==> config.mk <==
export PLATFORM = sky130hd
export DESIGN_NAME = tcp_reno_window_update
export DESIGN_NICKNAME = d
export VERILOG_FILES = /design/src/rtl/trw_pkg.sv /design/src/rtl/trw_alu.sv /design/src/rtl/tcp_reno_window_update.sv
export SDC_FILE = /design/constraint.sdc
export NUM_CORES = 1
export LEC_CHECK = 0
export BUFFER_PORTS_ARGS = -buffer_cell sky130_fd_sc_hd__buf_2
export CAP_MARGIN = 20
export CORE_AREA = 2 2 133 135
export CTS_CLUSTER_DIAMETER = 60
export DETAILED_ROUTE_END_ITERATION = 6
export DIE_AREA = 0 0 135 137
export PLACE_DENSITY_LB_ADDON = 0.15
export SETUP_SLACK_MARGIN = 0.2
export SLEW_MARGIN = 20
export SYNTH_ARGS = -nofsm -noshare
export SYNTH_HDL_FRONTEND = slang
export SYNTH_HIERARCHICAL = 1
export SYNTH_SLANG_ARGS = --single-unit
==> constraint.sdc <==
create_clock -name aclk -period 5.7 [get_ports aclk]
set_input_delay 0.285 -clock aclk [delete_from_list [all_inputs] [get_ports aclk]]
set_output_delay 0.285 -clock aclk [all_outputs]
set_load 0.01 [all_outputs]
==> src/rtl/trw_pkg.sv <==
package trw_pkg;

    // default window state width
    localparam int WINDOW_BITS_DEFAULT = 16;
    // adder width that goes with the default window width
    localparam int ALU_WIDTH_DEFAULT = 18;

    // register indexes on the write port
    localparam logic [1:0] CFG_WINDOW_CLAMP      = 2'd0;
    localparam logic [1:0] CFG_INITIAL_WINDOW    = 2'd1;
    localparam logic [1:0] CFG_INITIAL_THRESHOLD = 2'd2;

    // register reset values
    localparam logic [15:0] CLAMP_RESET          = 16'hFFFF;
    localparam logic [15:0] INIT_WINDOW_RESET    = 16'd10;
    localparam logic [15:0] INIT_THRESHOLD_RESET = 16'hFFFF;

    // item opcodes
    localparam logic [1:0] OP_ACK  = 2'd0;
    localparam logic [1:0] OP_LOSS = 2'd1;
    localparam logic [1:0] OP_SET  = 2'd2;
    localparam logic [1:0] OP_NOP  = 2'd3;

    localparam logic [15:0] MIN_THRESHOLD = 16'd2;

    typedef struct packed {
        logic [1:0]  op;
        logic [15:0] acked_count;
        logic        window_limited;
        logic [15:0] new_window;
    } trw_in_t;

    typedef struct packed {
        logic [15:0] window;
        logic [15:0] threshold;
        logic        in_slow_start;
    } trw_out_t;

    // adder control: subtract is invert_b with carry_in set
    typedef struct packed {
        logic invert_b;
        logic carry_in;
    } trw_alu_ctl_t;

    typedef enum logic [3:0] {
        ST_IDLE,
        ST_SS_CHECK,
        ST_SS_ADD,
        ST_SS_LIMIT,
        ST_SS_CLAMP,
        ST_AI_WRAP,
        ST_AI_ADD,
        ST_AI_CHECK,
        ST_DIV,
        ST_AI_GROW,
        ST_AI_CLAMP,
        ST_LOSS,
        ST_SET,
        ST_PUBLISH
    } trw_state_t;

endpackage

==> src/rtl/trw_alu.sv <==
module trw_alu import trw_pkg::*; #(
    parameter int WIDTH = ALU_WIDTH_DEFAULT
) (
    input  logic [WIDTH-1:0] a,
    input  logic [WIDTH-1:0] b,
    input  trw_alu_ctl_t     ctl,
    output logic [WIDTH-1:0] sum,
    output logic             carry_out
);

    logic [WIDTH-1:0] b_op;

    assign b_op = ctl.invert_b ? ~b : b;

    // on subtract, carry_out set means a >= b
    assign {carry_out, sum} = {1'b0, a} + {1'b0, b_op} + (WIDTH + 1)'(ctl.carry_in);

endmodule

==> src/rtl/tcp_reno_window_update.sv <==
// TCP Reno congestion window update. Holds the congestion window, the
// additive-increase ack counter and the slow-start threshold; every accepted
// item returns exactly one result with the window, the threshold and a slow
// start flag taken after the item. Op ack with window_limited set runs slow
// start if the window is at most the threshold (growth up to threshold and
// window_clamp) and then, for any acked count that slow start leaves, additive
// increase: the counter absorbs acks and each full window's worth adds one
// segment, through a restoring divide by the window. Op loss sets threshold
// to half the window, at least 2; op set loads the window and clears the
// counter; op code 3 and a non-limited ack only report. Apart from the divide
// step count, all arithmetic goes through one shared add/subtract unit under
// a sequencer; the divide takes max(WINDOW_BITS,16) + 1 steps, and an item
// waits to publish while the output register still holds an older result.
// s_ready is high only while the sequencer is idle. A finished result waits
// in the output register, and the next item is accepted meanwhile. Register
// writes: index 0 sets window_clamp at once; initial_window and
// initial_threshold come back to their reset values (10 and 65535) at every
// reset, which is when they are applied, so writes to them leave no trace.
module tcp_reno_window_update import trw_pkg::*; #(
    parameter int WINDOW_BITS = WINDOW_BITS_DEFAULT
) (
    input  logic        aclk,
    input  logic        aresetn,
    input  logic        cfg_we,
    input  logic [1:0]  cfg_index,
    input  logic [15:0] cfg_data,
    input  logic        s_valid,
    output logic        s_ready,
    input  trw_in_t     s_data,
    output logic        m_valid,
    input  logic        m_ready,
    output trw_out_t    m_data
);

    localparam int W    = WINDOW_BITS;
    localparam int DW   = (WINDOW_BITS > 16) ? WINDOW_BITS : 16;
    localparam int QW   = DW + 1;        // ack counter sum / dividend
    localparam int SW   = DW + 2;        // shared adder width
    localparam int CNTW = $clog2(QW);

    // architectural state
    trw_state_t      state_reg, state_next;
    logic [W-1:0]    cw_reg, cw_next;
    logic [W-1:0]    thr_reg, thr_next;
    logic [W-1:0]    acc_reg, acc_next;     // also the divide remainder
    logic [15:0]     clamp_reg, clamp_next;

    // work registers
    logic [15:0]     opnd_reg, opnd_next;   // acked count, or new window
    logic [SW-1:0]   t_reg, t_next;
    logic [W-1:0]    w_reg, w_next;         // divisor
    logic [QW-1:0]   q_reg, q_next;         // dividend in, quotient out
    logic            inc_reg, inc_next;
    logic [CNTW-1:0] cnt_reg, cnt_next;

    trw_out_t        out_reg, out_next;
    logic            m_valid_reg, m_valid_next;

    // shared unit
    logic [SW-1:0]   alu_a, alu_b, alu_sum;
    trw_alu_ctl_t    alu_ctl;
    logic            alu_carry;

    logic [W-1:0]    win_div;
    logic [SW-1:0]   div_shift;

    localparam trw_alu_ctl_t ALU_ADD = '{invert_b: 1'b0, carry_in: 1'b0};
    localparam trw_alu_ctl_t ALU_SUB = '{invert_b: 1'b1, carry_in: 1'b1};

    trw_alu #(
        .WIDTH(SW)
    ) u_alu (
        .a         (alu_a),
        .b         (alu_b),
        .ctl       (alu_ctl),
        .sum       (alu_sum),
        .carry_out (alu_carry)
    );

    assign s_ready = (state_reg == ST_IDLE);
    assign m_valid = m_valid_reg;
    assign m_data  = out_reg;

    // zero window divides as one
    assign win_div   = (cw_reg == '0) ? W'(1) : cw_reg;
    assign div_shift = SW'({acc_reg, q_reg[QW-1]});

    always_comb begin
        clamp_next = clamp_reg;
        if (cfg_we) begin
            unique case (cfg_index) inside
                CFG_WINDOW_CLAMP: clamp_next = cfg_data;
                CFG_INITIAL_WINDOW, CFG_INITIAL_THRESHOLD: ;  // applied at reset
                default: ;
            endcase
        end
    end

    always_comb begin
        state_next   = state_reg;
        cw_next      = cw_reg;
        thr_next     = thr_reg;
        acc_next     = acc_reg;
        opnd_next    = opnd_reg;
        t_next       = t_reg;
        w_next       = w_reg;
        q_next       = q_reg;
        inc_next     = inc_reg;
        cnt_next     = cnt_reg;
        out_next     = out_reg;
        m_valid_next = m_valid_reg && !m_ready;
        alu_a        = '0;
        alu_b        = '0;
        alu_ctl      = ALU_ADD;

        unique case (state_reg)
            ST_IDLE: begin
                if (s_valid) begin
                    if (s_data.op == OP_SET) begin
                        opnd_next  = s_data.new_window;
                        state_next = ST_SET;
                    end else begin
                        opnd_next = s_data.acked_count;
                        if (s_data.op == OP_LOSS) begin
                            state_next = ST_LOSS;
                        end else if (s_data.op == OP_ACK && s_data.window_limited) begin
                            state_next = ST_SS_CHECK;
                        end else begin
                            state_next = ST_PUBLISH;
                        end
                    end
                end
            end

            // window <= threshold?
            ST_SS_CHECK: begin
                alu_a      = SW'(thr_reg);
                alu_b      = SW'(cw_reg);
                alu_ctl    = ALU_SUB;
                state_next = alu_carry ? ST_SS_ADD : ST_AI_WRAP;
            end

            ST_SS_ADD: begin
                alu_a      = SW'(cw_reg);
                alu_b      = SW'(opnd_reg);
                t_next     = alu_sum;
                state_next = ST_SS_LIMIT;
            end

            // limit to threshold; the overshoot is the leftover ack count
            ST_SS_LIMIT: begin
                alu_a   = t_reg;
                alu_b   = SW'(thr_reg);
                alu_ctl = ALU_SUB;
                if (alu_carry) begin
                    opnd_next = 16'(alu_sum);
                    t_next    = SW'(thr_reg);
                end else begin
                    opnd_next = '0;
                end
                state_next = ST_SS_CLAMP;
            end

            ST_SS_CLAMP: begin
                alu_a      = t_reg;
                alu_b      = SW'(clamp_reg);
                alu_ctl    = ALU_SUB;
                cw_next    = alu_carry ? W'(clamp_reg) : W'(t_reg);
                state_next = (opnd_reg == '0) ? ST_PUBLISH : ST_AI_WRAP;
            end

            // a full counter from earlier wraps first
            ST_AI_WRAP: begin
                alu_a   = SW'(acc_reg);
                alu_b   = SW'(win_div);
                alu_ctl = ALU_SUB;
                w_next  = win_div;
                inc_next = alu_carry;
                if (alu_carry) begin
                    acc_next = '0;
                end
                state_next = ST_AI_ADD;
            end

            ST_AI_ADD: begin
                alu_a      = SW'(acc_reg);
                alu_b      = SW'(opnd_reg);
                q_next     = QW'(alu_sum);
                state_next = ST_AI_CHECK;
            end

            ST_AI_CHECK: begin
                alu_a   = SW'(q_reg);
                alu_b   = SW'(w_reg);
                alu_ctl = ALU_SUB;
                if (alu_carry) begin
                    acc_next   = '0;
                    cnt_next   = CNTW'(QW - 1);
                    state_next = ST_DIV;
                end else begin
                    acc_next   = W'(q_reg);
                    q_next     = '0;
                    state_next = ST_AI_GROW;
                end
            end

            // restoring divide, one quotient bit a cycle
            ST_DIV: begin
                alu_a   = div_shift;
                alu_b   = SW'(w_reg);
                alu_ctl = ALU_SUB;
                if (alu_carry) begin
                    acc_next = W'(alu_sum);
                    q_next   = {q_reg[QW-2:0], 1'b1};
                end else begin
                    acc_next = W'(div_shift);
                    q_next   = {q_reg[QW-2:0], 1'b0};
                end
                if (cnt_reg == '0) begin
                    state_next = ST_AI_GROW;
                end else begin
                    cnt_next = cnt_reg - CNTW'(1);
                end
            end

            ST_AI_GROW: begin
                alu_a      = SW'(cw_reg);
                alu_b      = SW'(q_reg);
                alu_ctl    = '{invert_b: 1'b0, carry_in: inc_reg};
                t_next     = alu_sum;
                state_next = ST_AI_CLAMP;
            end

            ST_AI_CLAMP: begin
                alu_a      = t_reg;
                alu_b      = SW'(clamp_reg);
                alu_ctl    = ALU_SUB;
                cw_next    = alu_carry ? W'(clamp_reg) : W'(t_reg);
                state_next = ST_PUBLISH;
            end

            ST_LOSS: begin
                alu_a      = SW'(cw_reg >> 1);
                alu_b      = SW'(MIN_THRESHOLD);
                alu_ctl    = ALU_SUB;
                thr_next   = alu_carry ? W'(cw_reg >> 1) : W'(MIN_THRESHOLD);
                state_next = ST_PUBLISH;
            end

            ST_SET: begin
                cw_next    = W'(opnd_reg);
                acc_next   = '0;
                state_next = ST_PUBLISH;
            end

            // waits here while an older result is still held
            ST_PUBLISH: begin
                alu_a   = SW'(thr_reg);
                alu_b   = SW'(cw_reg);
                alu_ctl = ALU_SUB;
                if (!m_valid_reg || m_ready) begin
                    out_next.window        = 16'(cw_reg);
                    out_next.threshold     = 16'(thr_reg);
                    out_next.in_slow_start = alu_carry;
                    m_valid_next           = 1'b1;
                    state_next             = ST_IDLE;
                end
            end

            default: state_next = ST_IDLE;
        endcase
    end

    always_ff @(posedge aclk) begin
        if (!aresetn) begin
            state_reg   <= ST_IDLE;
            m_valid_reg <= 1'b0;
            cw_reg      <= W'(INIT_WINDOW_RESET);
            thr_reg     <= W'(INIT_THRESHOLD_RESET);
            acc_reg     <= '0;
            clamp_reg   <= CLAMP_RESET;
        end else begin
            state_reg   <= state_next;
            m_valid_reg <= m_valid_next;
            cw_reg      <= cw_next;
            thr_reg     <= thr_next;
            acc_reg     <= acc_next;
            clamp_reg   <= clamp_next;
        end
    end

    always_ff @(posedge aclk) begin
        opnd_reg <= opnd_next;
        t_reg    <= t_next;
        w_reg    <= w_next;
        q_reg    <= q_next;
        inc_reg  <= inc_next;
        cnt_reg  <= cnt_next;
        out_reg  <= out_next;
    end

endmodule

==> impl_results.md, run 1 <==
* Simple-Gate Fraction of Synth Area at 18.3%
* Seq/Total Area, Yosys at a little under half
* Initial Util at 59.2%
* Detailed Route WL at 30900 um
* Mapped Avg Cell Area at 9.94 sq um
* DIE AREA at 18500 sq um
* Worst slack at placement at 0.365 ns
* Startpoint types: flop
* Share of layout cells above drive strength 1 at 19.2%
* Max-cap viol count at 0
* Via Count at around 8800
* Post-route ant nets at 0
* Syn Nets at roughly 1100
* CP bufs+invs at 0
* Setup slack after layout at 0.437 ns
* Ys async rst share at 0%
* Initial antenna violation count at 0
* Fillcell total at between 1000 and 1500
* Layout area overhead at 12.7%
* Storage element area at about 4600 sq um
* Die Y at 137 um
* Die W at 135 um
* Synth Area in XOR/XNOR at 2.78%
* Crit path largest cell delay at 0.49 ns
* CTS hold repair buffers at 0
* Per-cell routed wire length at 23.6 um
* IO buf count at 92
* Pin count of the biggest net entering global routing at 88
* Ant diodes at 0
* CTS tree: yes
* Slew of the pin with the lowest slew margin at 1.07 ns
* Routability cong. at 0.967
* Clk_lat worst skew at 0.43 ns
* Global-route wire length before repair at 47400 um
* Max reg flops at 33
* Longest Clk Path Bufs at 2
* Final HPWL DP at roughly 22000 um
* Crit-path cells: nor4_1 -> nand4_1 -> o221ai_1 -> a211o_1 -> xor2_1 -> fa_1 -> fa_1 -> a21o_1 -> a221oi_1 -> o21ai_1 -> o22ai_1 -> o21ai_4 -> or2_2 -> a32o_1 -> o221ai_1 -> and2_1
* CP max-delay cell: a32o_1
* Critical path's top delay family: compound AO/OA/AOI/OAI gates
* Total CTS buffers at 17
* Number of enable flip-flop cells after synthesis at 106
* Synth Area in Compound Gates at 18.3%
* Slew headroom at 28.5%
* Min-delay worst type: in2reg
* Crit end category: flop
* DR iter-0 viols at around 1300
* Synth cell types at 77
* Outcome: finished, final reports clean
* Main combinational cell family by area after synthesis: simple AND/OR/NAND/NOR gates
* Adder-Cell Fraction of Synth Area at 2.75%
* Final Max Slew Viols at 0
* Total track usage at 34.1%
* Fin Setup TNS at 0 ns
* Remaining DRCs at 0
* Row cnt at 48
* Final cell count without fillers at 1311
* Drt pass-1 iters at 5
* Root Buffer: clkbuf_16
* Worst hold slack at approximately 0.055 ns
* Final worst-path cycle share at 92.3%
* Routed vias/inst at between 6 and 7
* Dpl cells at between 1000 and 1500
* Reg clk slew, reported paths at roughly 0.070 ns
* Postcts setup bufs at 0
* Mux contribution to synthesized area at 7.05%
* CP Class: reg2reg
* GR Overflow Total at 0
* Required @ worst endpoint at 6.07 ns
* Vias in the first global route at 7952
* Clock sink total at 175
* Ys Warns at 6
* Min cycle time layout at approximately 5.3 ns
* Nets at between 1000 and 1500
* Area of the multi-input gates at 4990 sq um
* Setup violators final at 0
* Cell Area, Synth at 10100 sq um
* I/O pin total at 93
* Clk_skew at 0.0121 ns
* Largest fanout on the critical path at 16
* Post-CTS Resized at 0
* Cells after Synth at 1016
* Fmax at about 190 MHz
* Main flop type after synthesis: edfxtp_1
* H-tree Lvls at 4
* Final hold vios at 0
* Core Area at 17100 sq um
* Synthesis-stage register bit count at 175
* Arrival time at the worst endpoint at 5.64 ns
* RSZ-0062 raised after global routing: no
==> final timing paths <==
kind	startpoint	end	slack, ns	depth (start not counted)
setup / recovery	cw_reg[0]$_SDFFE_PN0P_	acc_reg[15]$_SDFFE_PN0P_	0.44	16
hold reg to reg	clamp_reg[13]$_SDFFE_PN1P_	clamp_reg[13]$_SDFFE_PN1P_	0.49	2
setup reg to reg	cw_reg[0]$_SDFFE_PN0P_	acc_reg[15]$_SDFFE_PN0P_	0.44	16
hold / removal	cfg_data[1]	clamp_reg[1]$_SDFFE_PN1P_	0.05	3
==> worst reg2reg max path: stages, from the launching register on <==
cell	delay, ns
dfxtp_1	0.46
nor4_1	0.46
nand4_1	0.35
o221ai_1	0.27
a211o_1	0.13
xor2_1	0.07
fa_1	0.42
fa_1	0.46
a21o_1	0.21
a221oi_1	0.44
o21ai_1	0.23
o22ai_1	0.36
o21ai_4	0.14
or2_2	0.30
a32o_1	0.49
o221ai_1	0.27
and2_1	0.15
==> cells in the final DEF, fill, tap and decap left out, types with 5 or more instances in the layout <==
cell type,netlist,final
a32oi_1,15,15
edfxtp_1,106,106
o211ai_1,5,5
nor2b_1,20,19
mux2i_1,34,34
nand2_1,79,79
nand2b_1,11,11
buf_4,5,39
nor4_1,8,8
and2_1,22,22
ha_1,19,19
a221oi_1,5,5
mux2_1,10,10
a22oi_1,31,31
o221ai_1,19,18
xnor2_1,10,10
a21o_1,9,9
nor3_1,8,8
and3_1,6,6
a22o_1,22,22
a221o_1,17,17
a2bb2oi_1,11,11
buf_2,36,92
nand4_1,22,22
nand3_1,127,127
o21ai_0,29,28
mux2_2,23,23
xor2_1,22,22
dfxtp_1,69,67
clkbuf_16,0,18
o21ai_1,16,16
a21oi_1,27,27
inv_1,29,29
nor2_1,24,24
==> layer usage <==
layer	wire [um]	global-route usage, %	up-vias
met1	13200	51.2	4222
met5	0	0	-
met4	585	9.61	0
met2	13400	50.8	555
li1	-	-	3972
met3	3710	5.85	47
==> through the flow <==
step                util [%]  area, sq um
global placement        63.1        10800
CTS                     66.7        11400
detailed placement      63.1        10800
global route            66.7        11400
floorplan                  -        10100
finish                  66.7        11400
==> synthesized netlist by cell type, drive strengths merged, types with 3 or more instances <==
| cell | instances | share of area (%) |
|---|---|---|
| a221o | 17 | 1.7 |
| a21o | 9 | 0.67 |
| and3 | 6 | 0.37 |
| buf | 50 | 2.8 |
| nand3 | 127 | 6.3 |
| a22o | 22 | 1.9 |
| ha | 19 | 2.4 |
| xnor2 | 10 | 0.87 |
| o311ai | 4 | 0.35 |
| o211ai | 5 | 0.37 |
| nand4 | 22 | 1.4 |
| o22ai | 6 | 0.71 |
| inv | 29 | 1.1 |
| a211o | 3 | 0.26 |
| nor2b | 20 | 1.2 |
| nand2b | 11 | 0.68 |
| o21ai | 46 | 2.3 |
| or4b | 3 | 0.33 |
| a22oi | 31 | 2.3 |
| xor2 | 22 | 1.9 |
| a21boi | 3 | 0.22 |
| a211oi | 3 | 0.27 |
| mux2 | 33 | 3.7 |
| nor4 | 9 | 0.62 |
| a221oi | 5 | 0.43 |
| and2 | 22 | 1.4 |
| a21oi | 28 | 1.5 |
| edfxtp | 106 | 32 |
| nand2 | 79 | 2.9 |
| o221ai | 19 | 1.6 |
| nor3 | 8 | 0.40 |
| a2bb2oi | 11 | 0.95 |
| or3 | 3 | 0.19 |
| dfxtp | 69 | 14 |
| a32oi | 15 | 1.3 |
| a31oi | 3 | 0.19 |
| clkbuf | 46 | 1.7 |
| nor4b | 3 | 0.41 |
| nor2 | 25 | 0.95 |
| o21bai | 3 | 0.22 |
| mux2i | 34 | 3.4 |
==> area by class of cell <==
type / instances / area share [%]
multi-input combinational: 716 / 43.9
sequential: 175 / 40.2
timing repair buffer: 134 / 7.15
clock buffer: 20 / 4.11
tap: 225 / 2.48
clock inverter: 12 / 1.29
inverter: 29 / 0.957
==> kinds of logic after synthesis <==
group | Yosys count
compound gates | 243
xor+xnor | 32
buf+inv | 125
mux | 67
flops | 175
fa+ha+maj | 21
simple gates | 352
other cells | 1
Power of run 1 is left out: the tool's default activity adds up to more than one toggle a clock period on the data nets, which glitch-free logic cannot reach.
==> run 2, diff against run 1 <==
--- a/config.mk
+++ b/config.mk
@@ -12,6 +12,7 @@
 export DETAILED_ROUTE_END_ITERATION = 6
 export DIE_AREA = 0 0 135 137
 export PLACE_DENSITY_LB_ADDON = 0.15
+export RECOVER_POWER = 25
 export SETUP_SLACK_MARGIN = 0.2
 export SLEW_MARGIN = 20
 export SYNTH_ARGS = -nofsm -noshare
==> impl_results.md, run 2 (synthesized netlist as in run 1, its figures left out) <==
* Outcome: finished, final reports clean
* Max-cap viol count at 0 (unchanged)
* DR iter-0 viols at 1333 (+0.45%)
* Detailed Route WL at 31000 um (+0.30%)
* Routability cong. at 0.967 (unchanged)
* Final Max Slew Viols at 0 (unchanged)
* Arrival time at the worst endpoint at 5.68 ns (+0.04 ns)
* Global-route wire length before repair at 47400 um (unchanged)
* Root Buffer: clkbuf_16
* Die W at 135 um (unchanged)
* DIE AREA at 18500 sq um (unchanged)
* Slew headroom at 29.4% (+0.91 points)
* Pin count of the biggest net entering global routing at 88 (unchanged)
* CP bufs+invs at 0 (unchanged)
* Share of layout cells above drive strength 1 at 16.5% (-2.7 points)
* Initial Util at 59.2% (unchanged)
* Post-route ant nets at 0 (unchanged)
* Die Y at 137 um (unchanged)
* Initial antenna violation count at 0 (unchanged)
* Clock sink total at 175 (unchanged)
* CTS tree: yes
* I/O pin total at 93 (unchanged)
* Via Count at 8726 (-0.80%)
* Final HPWL DP at 21900 um (unchanged)
* Fmax at 188 MHz (-0.81%)
* Longest Clk Path Bufs at 2 (unchanged)
* Layout area overhead at 12.0%
* IO buf count at 92 (unchanged)
* Postcts setup bufs at 0 (unchanged)
* Critical path's top delay family: compound AO/OA/AOI/OAI gates
* Reg clk slew, reported paths at 0.07 ns (about the same)
* Worst hold slack at 0.0520 ns (-0.00274 ns)
* Min cycle time layout at 5.31 ns (+0.0431 ns)
* Min-delay worst type: in2reg
* CP max-delay cell: a32o_1
* Crit path largest cell delay at 0.49 ns (about the same)
* Core Area at 17100 sq um (unchanged)
* Vias in the first global route at 7952 (unchanged)
* GR Overflow Total at 0 (unchanged)
* Remaining DRCs at 0 (unchanged)
* Total CTS buffers at 17 (unchanged)
* Final hold vios at 0 (unchanged)
* Startpoint types: flop
* Routed vias/inst at 6.66 (-0.80%)
* CP Class: reg2reg
* RSZ-0062 raised after global routing: no
* Commonest non-fill, non-tap cell in the layout: nand3_1
* Slew of the pin with the lowest slew margin at 1.06 ns (-0.0137 ns)
* Commonest cells after routing, fill and taps aside: nand3_1, edfxtp_1, nand2_1
* Crit end category: flop
* Drt pass-1 iters at 5 (unchanged)
* Fin Setup TNS at 0 ns (unchanged)
* Max reg flops at 33 (unchanged)
* H-tree Lvls at 4 (unchanged)
* Setup violators final at 0 (unchanged)
* Nets at 1152 (unchanged)
* Clk_lat worst skew at 0.44 ns (about the same)
* Final worst-path cycle share at 93.1% (+0.76 points)
* Ant diodes at 0 (unchanged)
* Total track usage at 34.1% (unchanged)
* Required @ worst endpoint at 6.07 ns (about the same)
* Clk_skew at 0.0106 ns (-0.00150 ns)
* Row cnt at 48 (unchanged)
* Per-cell routed wire length at 23.6 um (+0.30%)
* Crit-path cells: nor4_1 -> nand4_1 -> o221ai_1 -> a211o_1 -> xor2_1 -> fa_1 -> fa_1 -> a21o_1 -> a221oi_1 -> o21ai_1 -> o22ai_1 -> o21ai_4 -> or2_2 -> a32o_1 -> o221ai_1 -> and2_1
* Largest fanout on the critical path at 16 (unchanged)
run 2: cell count changes in the layout (fill, tap and decap cells not counted), sizes merged:
cell	change
buf	-29
clkbuf	+29
run 2: cell type report:
type / instances / area [sq um]
fill: 1411 / 5750
multi-input combinational: 716 / 4990
sequential: 175 / 4570
timing repair buffer: 134 / 744
clock buffer: 20 / 468
tap: 225 / 282
clock inverter: 12 / 146
inverter: 29 / 109
run 2: worst reg2reg max path, cell delays in order, from the launching register on:
cell and delay, ns:
dfxtp_1 0.47, nor4_1 0.47, nand4_1 0.35, o221ai_1 0.27, a211o_1 0.13, xor2_1 0.07
fa_1 0.42, fa_1 0.45, a21o_1 0.21, a221oi_1 0.44, o21ai_1 0.23, o22ai_1 0.37
o21ai_4 0.14, or2_2 0.29, a32o_1 0.49, o221ai_1 0.28, and2_1 0.15
run 2: per-stage QoR:
step / instances / util, % / worst slack [ns] / area [sq um]
finish: 1311 / 66.3 / 0.394 / 11300
global route: 1311 / 66.3 / 0.214 / 11300
CTS: 1311 / 66.7 / 0.329 / 11400
detailed placement: 1279 / 63.1 / 0.365 / 10800
global placement: 1279 / 63.1 / 0.387 / 10800
floorplan: 1016 / - / 0.503 / 10100
run 2: final timing paths:
check                                to  cells past startpoint                        from  slack (ns)
max reg2reg    acc_reg[14]$_SDFFE_PN0P_                     16      cw_reg[0]$_SDFFE_PN0P_        0.39
min           clamp_reg[1]$_SDFFE_PN1P_                      3                 cfg_data[1]        0.05
min reg2reg  clamp_reg[13]$_SDFFE_PN1P_                      2  clamp_reg[13]$_SDFFE_PN1P_        0.49
max            acc_reg[14]$_SDFFE_PN0P_                     16      cw_reg[0]$_SDFFE_PN0P_        0.39
run 2: what timing repair did:
action / CTS / global route
hold buffers: 0 / 0
endpoints found under the hold margin: 0 / 0
endpoints found under the setup margin: 0 / 54
gates resized for setup: 0 / 2
run 2: layer usage:
| metal | routed length (um) | part of all wire, % | GRT usage [%] | vias up |
|---|---|---|---|---|
| li1 | - | - | - | 3968 |
| met1 | 13600 | 44 | 51.2 | 4180 |
| met2 | 13400 | 43 | 50.8 | 527 |
| met3 | 3330 | 11 | 5.85 | 51 |
| met4 | 618 | 2.0 | 9.61 | 0 |
| met5 | 0 | 0 | 0 | - |
Power of run 2 is left out for the same reason.
==> run 3, diff against run 2 <==
--- a/config.mk
+++ b/config.mk
@@ -7,15 +7,14 @@
 export LEC_CHECK = 0
 export BUFFER_PORTS_ARGS = -buffer_cell sky130_fd_sc_hd__buf_2
 export CAP_MARGIN = 20
-export CORE_AREA = 2 2 133 135
+export CORE_AREA = 2 2 129 131
 export CTS_CLUSTER_DIAMETER = 60
 export DETAILED_ROUTE_END_ITERATION = 6
-export DIE_AREA = 0 0 135 137
+export DIE_AREA = 0 0 131 133
 export PLACE_DENSITY_LB_ADDON = 0.15
 export RECOVER_POWER = 25
 export SETUP_SLACK_MARGIN = 0.2
 export SLEW_MARGIN = 20
 export SYNTH_ARGS = -nofsm -noshare
 export SYNTH_HDL_FRONTEND = slang
-export SYNTH_HIERARCHICAL = 1
 export SYNTH_SLANG_ARGS = --single-unit
==> impl_results.md, run 3 <==
* Yosys top cell area share at 33.6% (+2.1 points)
* Worst-case reg-to-reg path depth at 20 (+4)
* Synth Area in Compound Gates at 23.1% (+4.8 points)
* Pleak at about 4.2 nW
* Fmax at 201 MHz (+6.7%)
* Final worst-path cycle share at 87.3% (-5.8 points)
* Cell Area, Synth at 9460 sq um (-6.3%)
* Worst r2r src: state_reg[3]$_SDFFE_PN0P_
* Arrival time at the worst endpoint at 5.27 ns (-0.41 ns)
* Setup slack after layout at 0.724 ns (+0.331 ns)
* Setup violators final at 0 (unchanged)
* Ys Warns at 0 (-6)
* H-tree Lvls at 4 (unchanged)
* Total CTS buffers at 17 (unchanged)
* Post-synth top cells: nand2_1, edfxtp_1, clkbuf_1
* Main flop type after synthesis: edfxtp_1
* Adder-Cell Fraction of Synth Area at 2.80% (+0.053 points)
* Remaining DRCs at 22 (+22)
* Crit end category: flop
* Worst hold start: cfg_data[1]
* Simple-Gate Fraction of Synth Area at 15.6% (-2.8 points)
* Min-delay worst type: in2reg
* Cell taking the most area after synthesis: edfxtp_1
* Outcome: complete, but fails checks
* Vias in the first global route at 7997 (+0.57%)
* Min cycle time layout at 4.98 ns (-0.331 ns)
* WHS Path Cells at 3 (unchanged)
* CP max-delay cell: dfxtp_1
* Via Count at 8717 (-0.10%)
* Crit path largest cell delay at 0.58 ns (+0.09 ns)
* Core Area at 16200 sq um (-5.2%)
* Max-cap viol count at 0 (unchanged)
* Commonest non-fill, non-tap cell in the layout: nand2_1
* Clock sink total at 175 (unchanged)
* Reg clk slew, reported paths at 0.07 ns (about the same)
* Mapped Avg Cell Area at 9.48 sq um (-4.6%)
* Internal at 3.63 mW
* Net switching power at 3.18 mW
* Detailed Route WL at 30500 um (-1.6%)
* Required @ worst endpoint at 5.99 ns (-0.08 ns)
* Met2 Resource Use GR at 50.1% (-0.68 points)
* Initial Util at 58.5% (-0.69 points)
* Worst ir drop on vdd at 0.344 mV
* Per-cell routed wire length at 23.6 um (-0.32%)
* I/O pin total at 93 (unchanged)
* Die W at 131 um (-3.0%)
* Comb power frac at 52.3%
* Layout area overhead at 13.3%
* Share of layout cells above drive strength 1 at 15.4% (-1.1 points)
* Fin Setup TNS at 0 ns (unchanged)
* CTS tree: yes
* Postcts setup bufs at 0 (unchanged)
* IO buf count at 92 (unchanged)
* CTS hold repair buffers at 0 (unchanged)
* GR Util met3 at 7.44% (+1.6 points)
* Worst slack at placement at 0.858 ns (+0.492 ns)
* Final HPWL DP at 22000 um (+0.41%)
* Synthesis-stage register bit count at 175 (unchanged)
* Ys async rst share at 0% (unchanged)
* Number of enable flip-flop cells after synthesis at 106 (unchanged)
* Commonest cells after routing, fill and taps aside: nand2_1, edfxtp_1, buf_2
* Clk_lat worst skew at 0.44 ns (about the same)
* Synth Area in XOR/XNOR at 1.57% (-1.2 points)
* Clk_skew at 0.00635 ns (-0.00426 ns)
* Slew of the pin with the lowest slew margin at 0.795 ns (-0.264 ns)
* Failing checks: design-rule violations
* DR iter-0 viols at 1476 (+11%)
* Clock power frac at between 10% and 20%
* Routed vias/inst at 6.74 (+1.2%)
* Drt pass-1 iters at 7 (+2)
* Synth cell types at 63 (-18%)
* Main combinational cell family by area after synthesis: compound AO/OA/AOI/OAI gates
* Longest Clk Path Bufs at 2 (unchanged)
* Crit-path cells: nor2b_1 -> buf_4 -> a21oi_1 -> nor2_1 -> buf_4 -> a221oi_1 -> nor3_1 -> a21oi_1 -> fa_1 -> inv_1 -> fa_1 -> nor2b_1 -> o31a_1 -> o211ai_1 -> a21o_1 -> a21o_4 -> buf_4 -> buf_4 -> mux2i_1 -> o22ai_1
* Ant diodes at 0 (unchanged)
* Final hold vios at 0 (unchanged)
* Post-CTS Resized at 0 (unchanged)
* CP Class: reg2reg
* Critical Path Most Common Cell: buf_4
* DIE AREA at 17400 sq um (-5.8%)
* Row cnt at 47 (-2.1%)
* Syn Nets at 1076 (-1.7%)
* GR Overflow Total at 0 (unchanged)
* Cells after Synth at 998 (-1.8%)
* Startpoint types: flop
* Largest fanout on the critical path at 28 (+12)
* Die Y at 133 um (-2.9%)
* Worst R2R Setup Slack at 0.72 ns (+0.33 ns)
* Total track usage at 35.8% (+1.7 points)
* Global-route wire length before repair at 46700 um (-1.4%)
* Post-route ant nets at 0 (unchanged)
* Hold Path Sink: clamp_reg[1]$_SDFFE_PN1P_
* Crit Reg-Reg Endpoint: cw_reg[15]$_SDFFE_PN0P_
* Nets at 1139 (-1.1%)
* Grt met1 use at 53.5% (+2.3 points)
* Max reg flops at 33 (unchanged)
* Sw Ratio at 46.7%
* Main area contributors after synthesis: edfxtp_1, dfxtp_1, nand2_1
* Initial antenna violation count at 0 (unchanged)
* Mux contribution to synthesized area at 4.14% (-2.9 points)
* Final Util at 66.3% (about the same)
* RSZ-0062 raised after global routing: no
* Pin count of the biggest net entering global routing at 38 (-57%)
* Global-route layer with the greatest usage: met1
* Flop pwr share at a little under a third
* Top-count cell post-synth: nand2_1
* Seq/Total Area, Yosys at 48.2% (+3.0 points)
* Slew headroom at 47.0% (+18 points)
* Routability cong. at 1.02 (+5.7%)
* Final Max Slew Viols at 0 (unchanged)
* Power density of the placed cells at between 600 and 700 nW/um^2
* Root Buffer: clkbuf_16
## run 3: changes by cell type after synthesis, moves of 23 or more
cell,previous run,this run
nand3_1,127,48
buf_2,36,7
nand2_1,79,160
mux2_2,23,0
o21ai_0,29,53
clkbuf_1,46,70
nor2_1,24,49
a22oi_1,31,55
a21oi_1,27,65
## run 3: worst max path at each step
stage	from	to	slack (ns)	depth (start not counted)
finish	state_reg[3]$_SDFFE_PN0P_	cw_reg[15]$_SDFFE_PN0P_	0.72	20
global route	state_reg[3]$_SDFFE_PN0P_	cw_reg[10]$_SDFFE_PN0P_	0.39	20
CTS	state_reg[3]$_SDFFE_PN0P_	cw_reg[9]$_SDFFE_PN0P_	0.83	20
detailed placement	state_reg[3]$_SDFFE_PN0P_	cw_reg[15]$_SDFFE_PN0P_	0.86	20
global placement	state_reg[3]$_SDFFE_PN0P_	t_reg[5]$_DFFE_PP_	0.92	19
floorplan	state_reg[0]$_SDFFE_PN0P_	t_reg[0]$_DFFE_PP_	1.07	17
## run 3: stage by stage
step	hold slack [ns]	area, sq um	instances	total power [mW]
6_report	0.0541	10700	1294	6.81
5_1_grt	0.0593	10700	1294	7.14
4_1_cts	0.0532	10700	1294	6.66
3_5_place_dp	0.497	10200	1262	5.51
3_3_place_gp	0.489	10200	1262	5.53
2_1_floorplan	0.409	9460	998	4.39
## run 3: area by class of cell
cell class                 instances  area, sq um
tap                              220          275
clock buffer                      18          429
clock inverter                    14          143
inverter                          20         77.6
multi-input combinational        718         4480
sequential                       175         4560
timing repair buffer             129          743
fill                            1314         5460
## run 3: cell families (layout without fill, tap and decap cells)
group                    count (synthesis)  after routing
flip-flops                             175            175
AND/OR/NAND/NOR                        329            329
XOR/XNOR                                17             17
adder cells (fa/ha/maj)                 20             20
buffers and inverters                  105            181
AO/OA/AOI/OAI                          313            313
multiplexers                            39             39
## run 3: routing by layer
metal	share of wire (%)	up-vias	routed length, um
met3	13	92	3850
met4	3.4	0	1030
met2	42	701	12800
met1	42	4016	12800
li1	-	3908	-
met5	0	-	0
## run 3: power groups by stage
stage | logic, mW | registers [mW] | clock network [mW]
6_report | 3.56 | 2.11 | 1.14
5_1_grt | 3.83 | 2.12 | 1.20
4_1_cts | 3.44 | 2.08 | 1.14
2_1_floorplan | 2.47 | 1.92 | 0
3_3_place_gp | 3.43 | 2.11 | 0
3_5_place_dp | 3.41 | 2.11 | 0
## run 3: critical path, delay by kind of cell (launching register included)
family,cells,cell delay (ns)
and+or+nand+nor,4,0.63
buffers and inverters,5,1.43
DFF,1,0.58
adders and majority gates,2,0.64
AOI/OAI and AO/OA,8,1.29
muxes,1,0.24
Power figures use the tool's default switching activity.
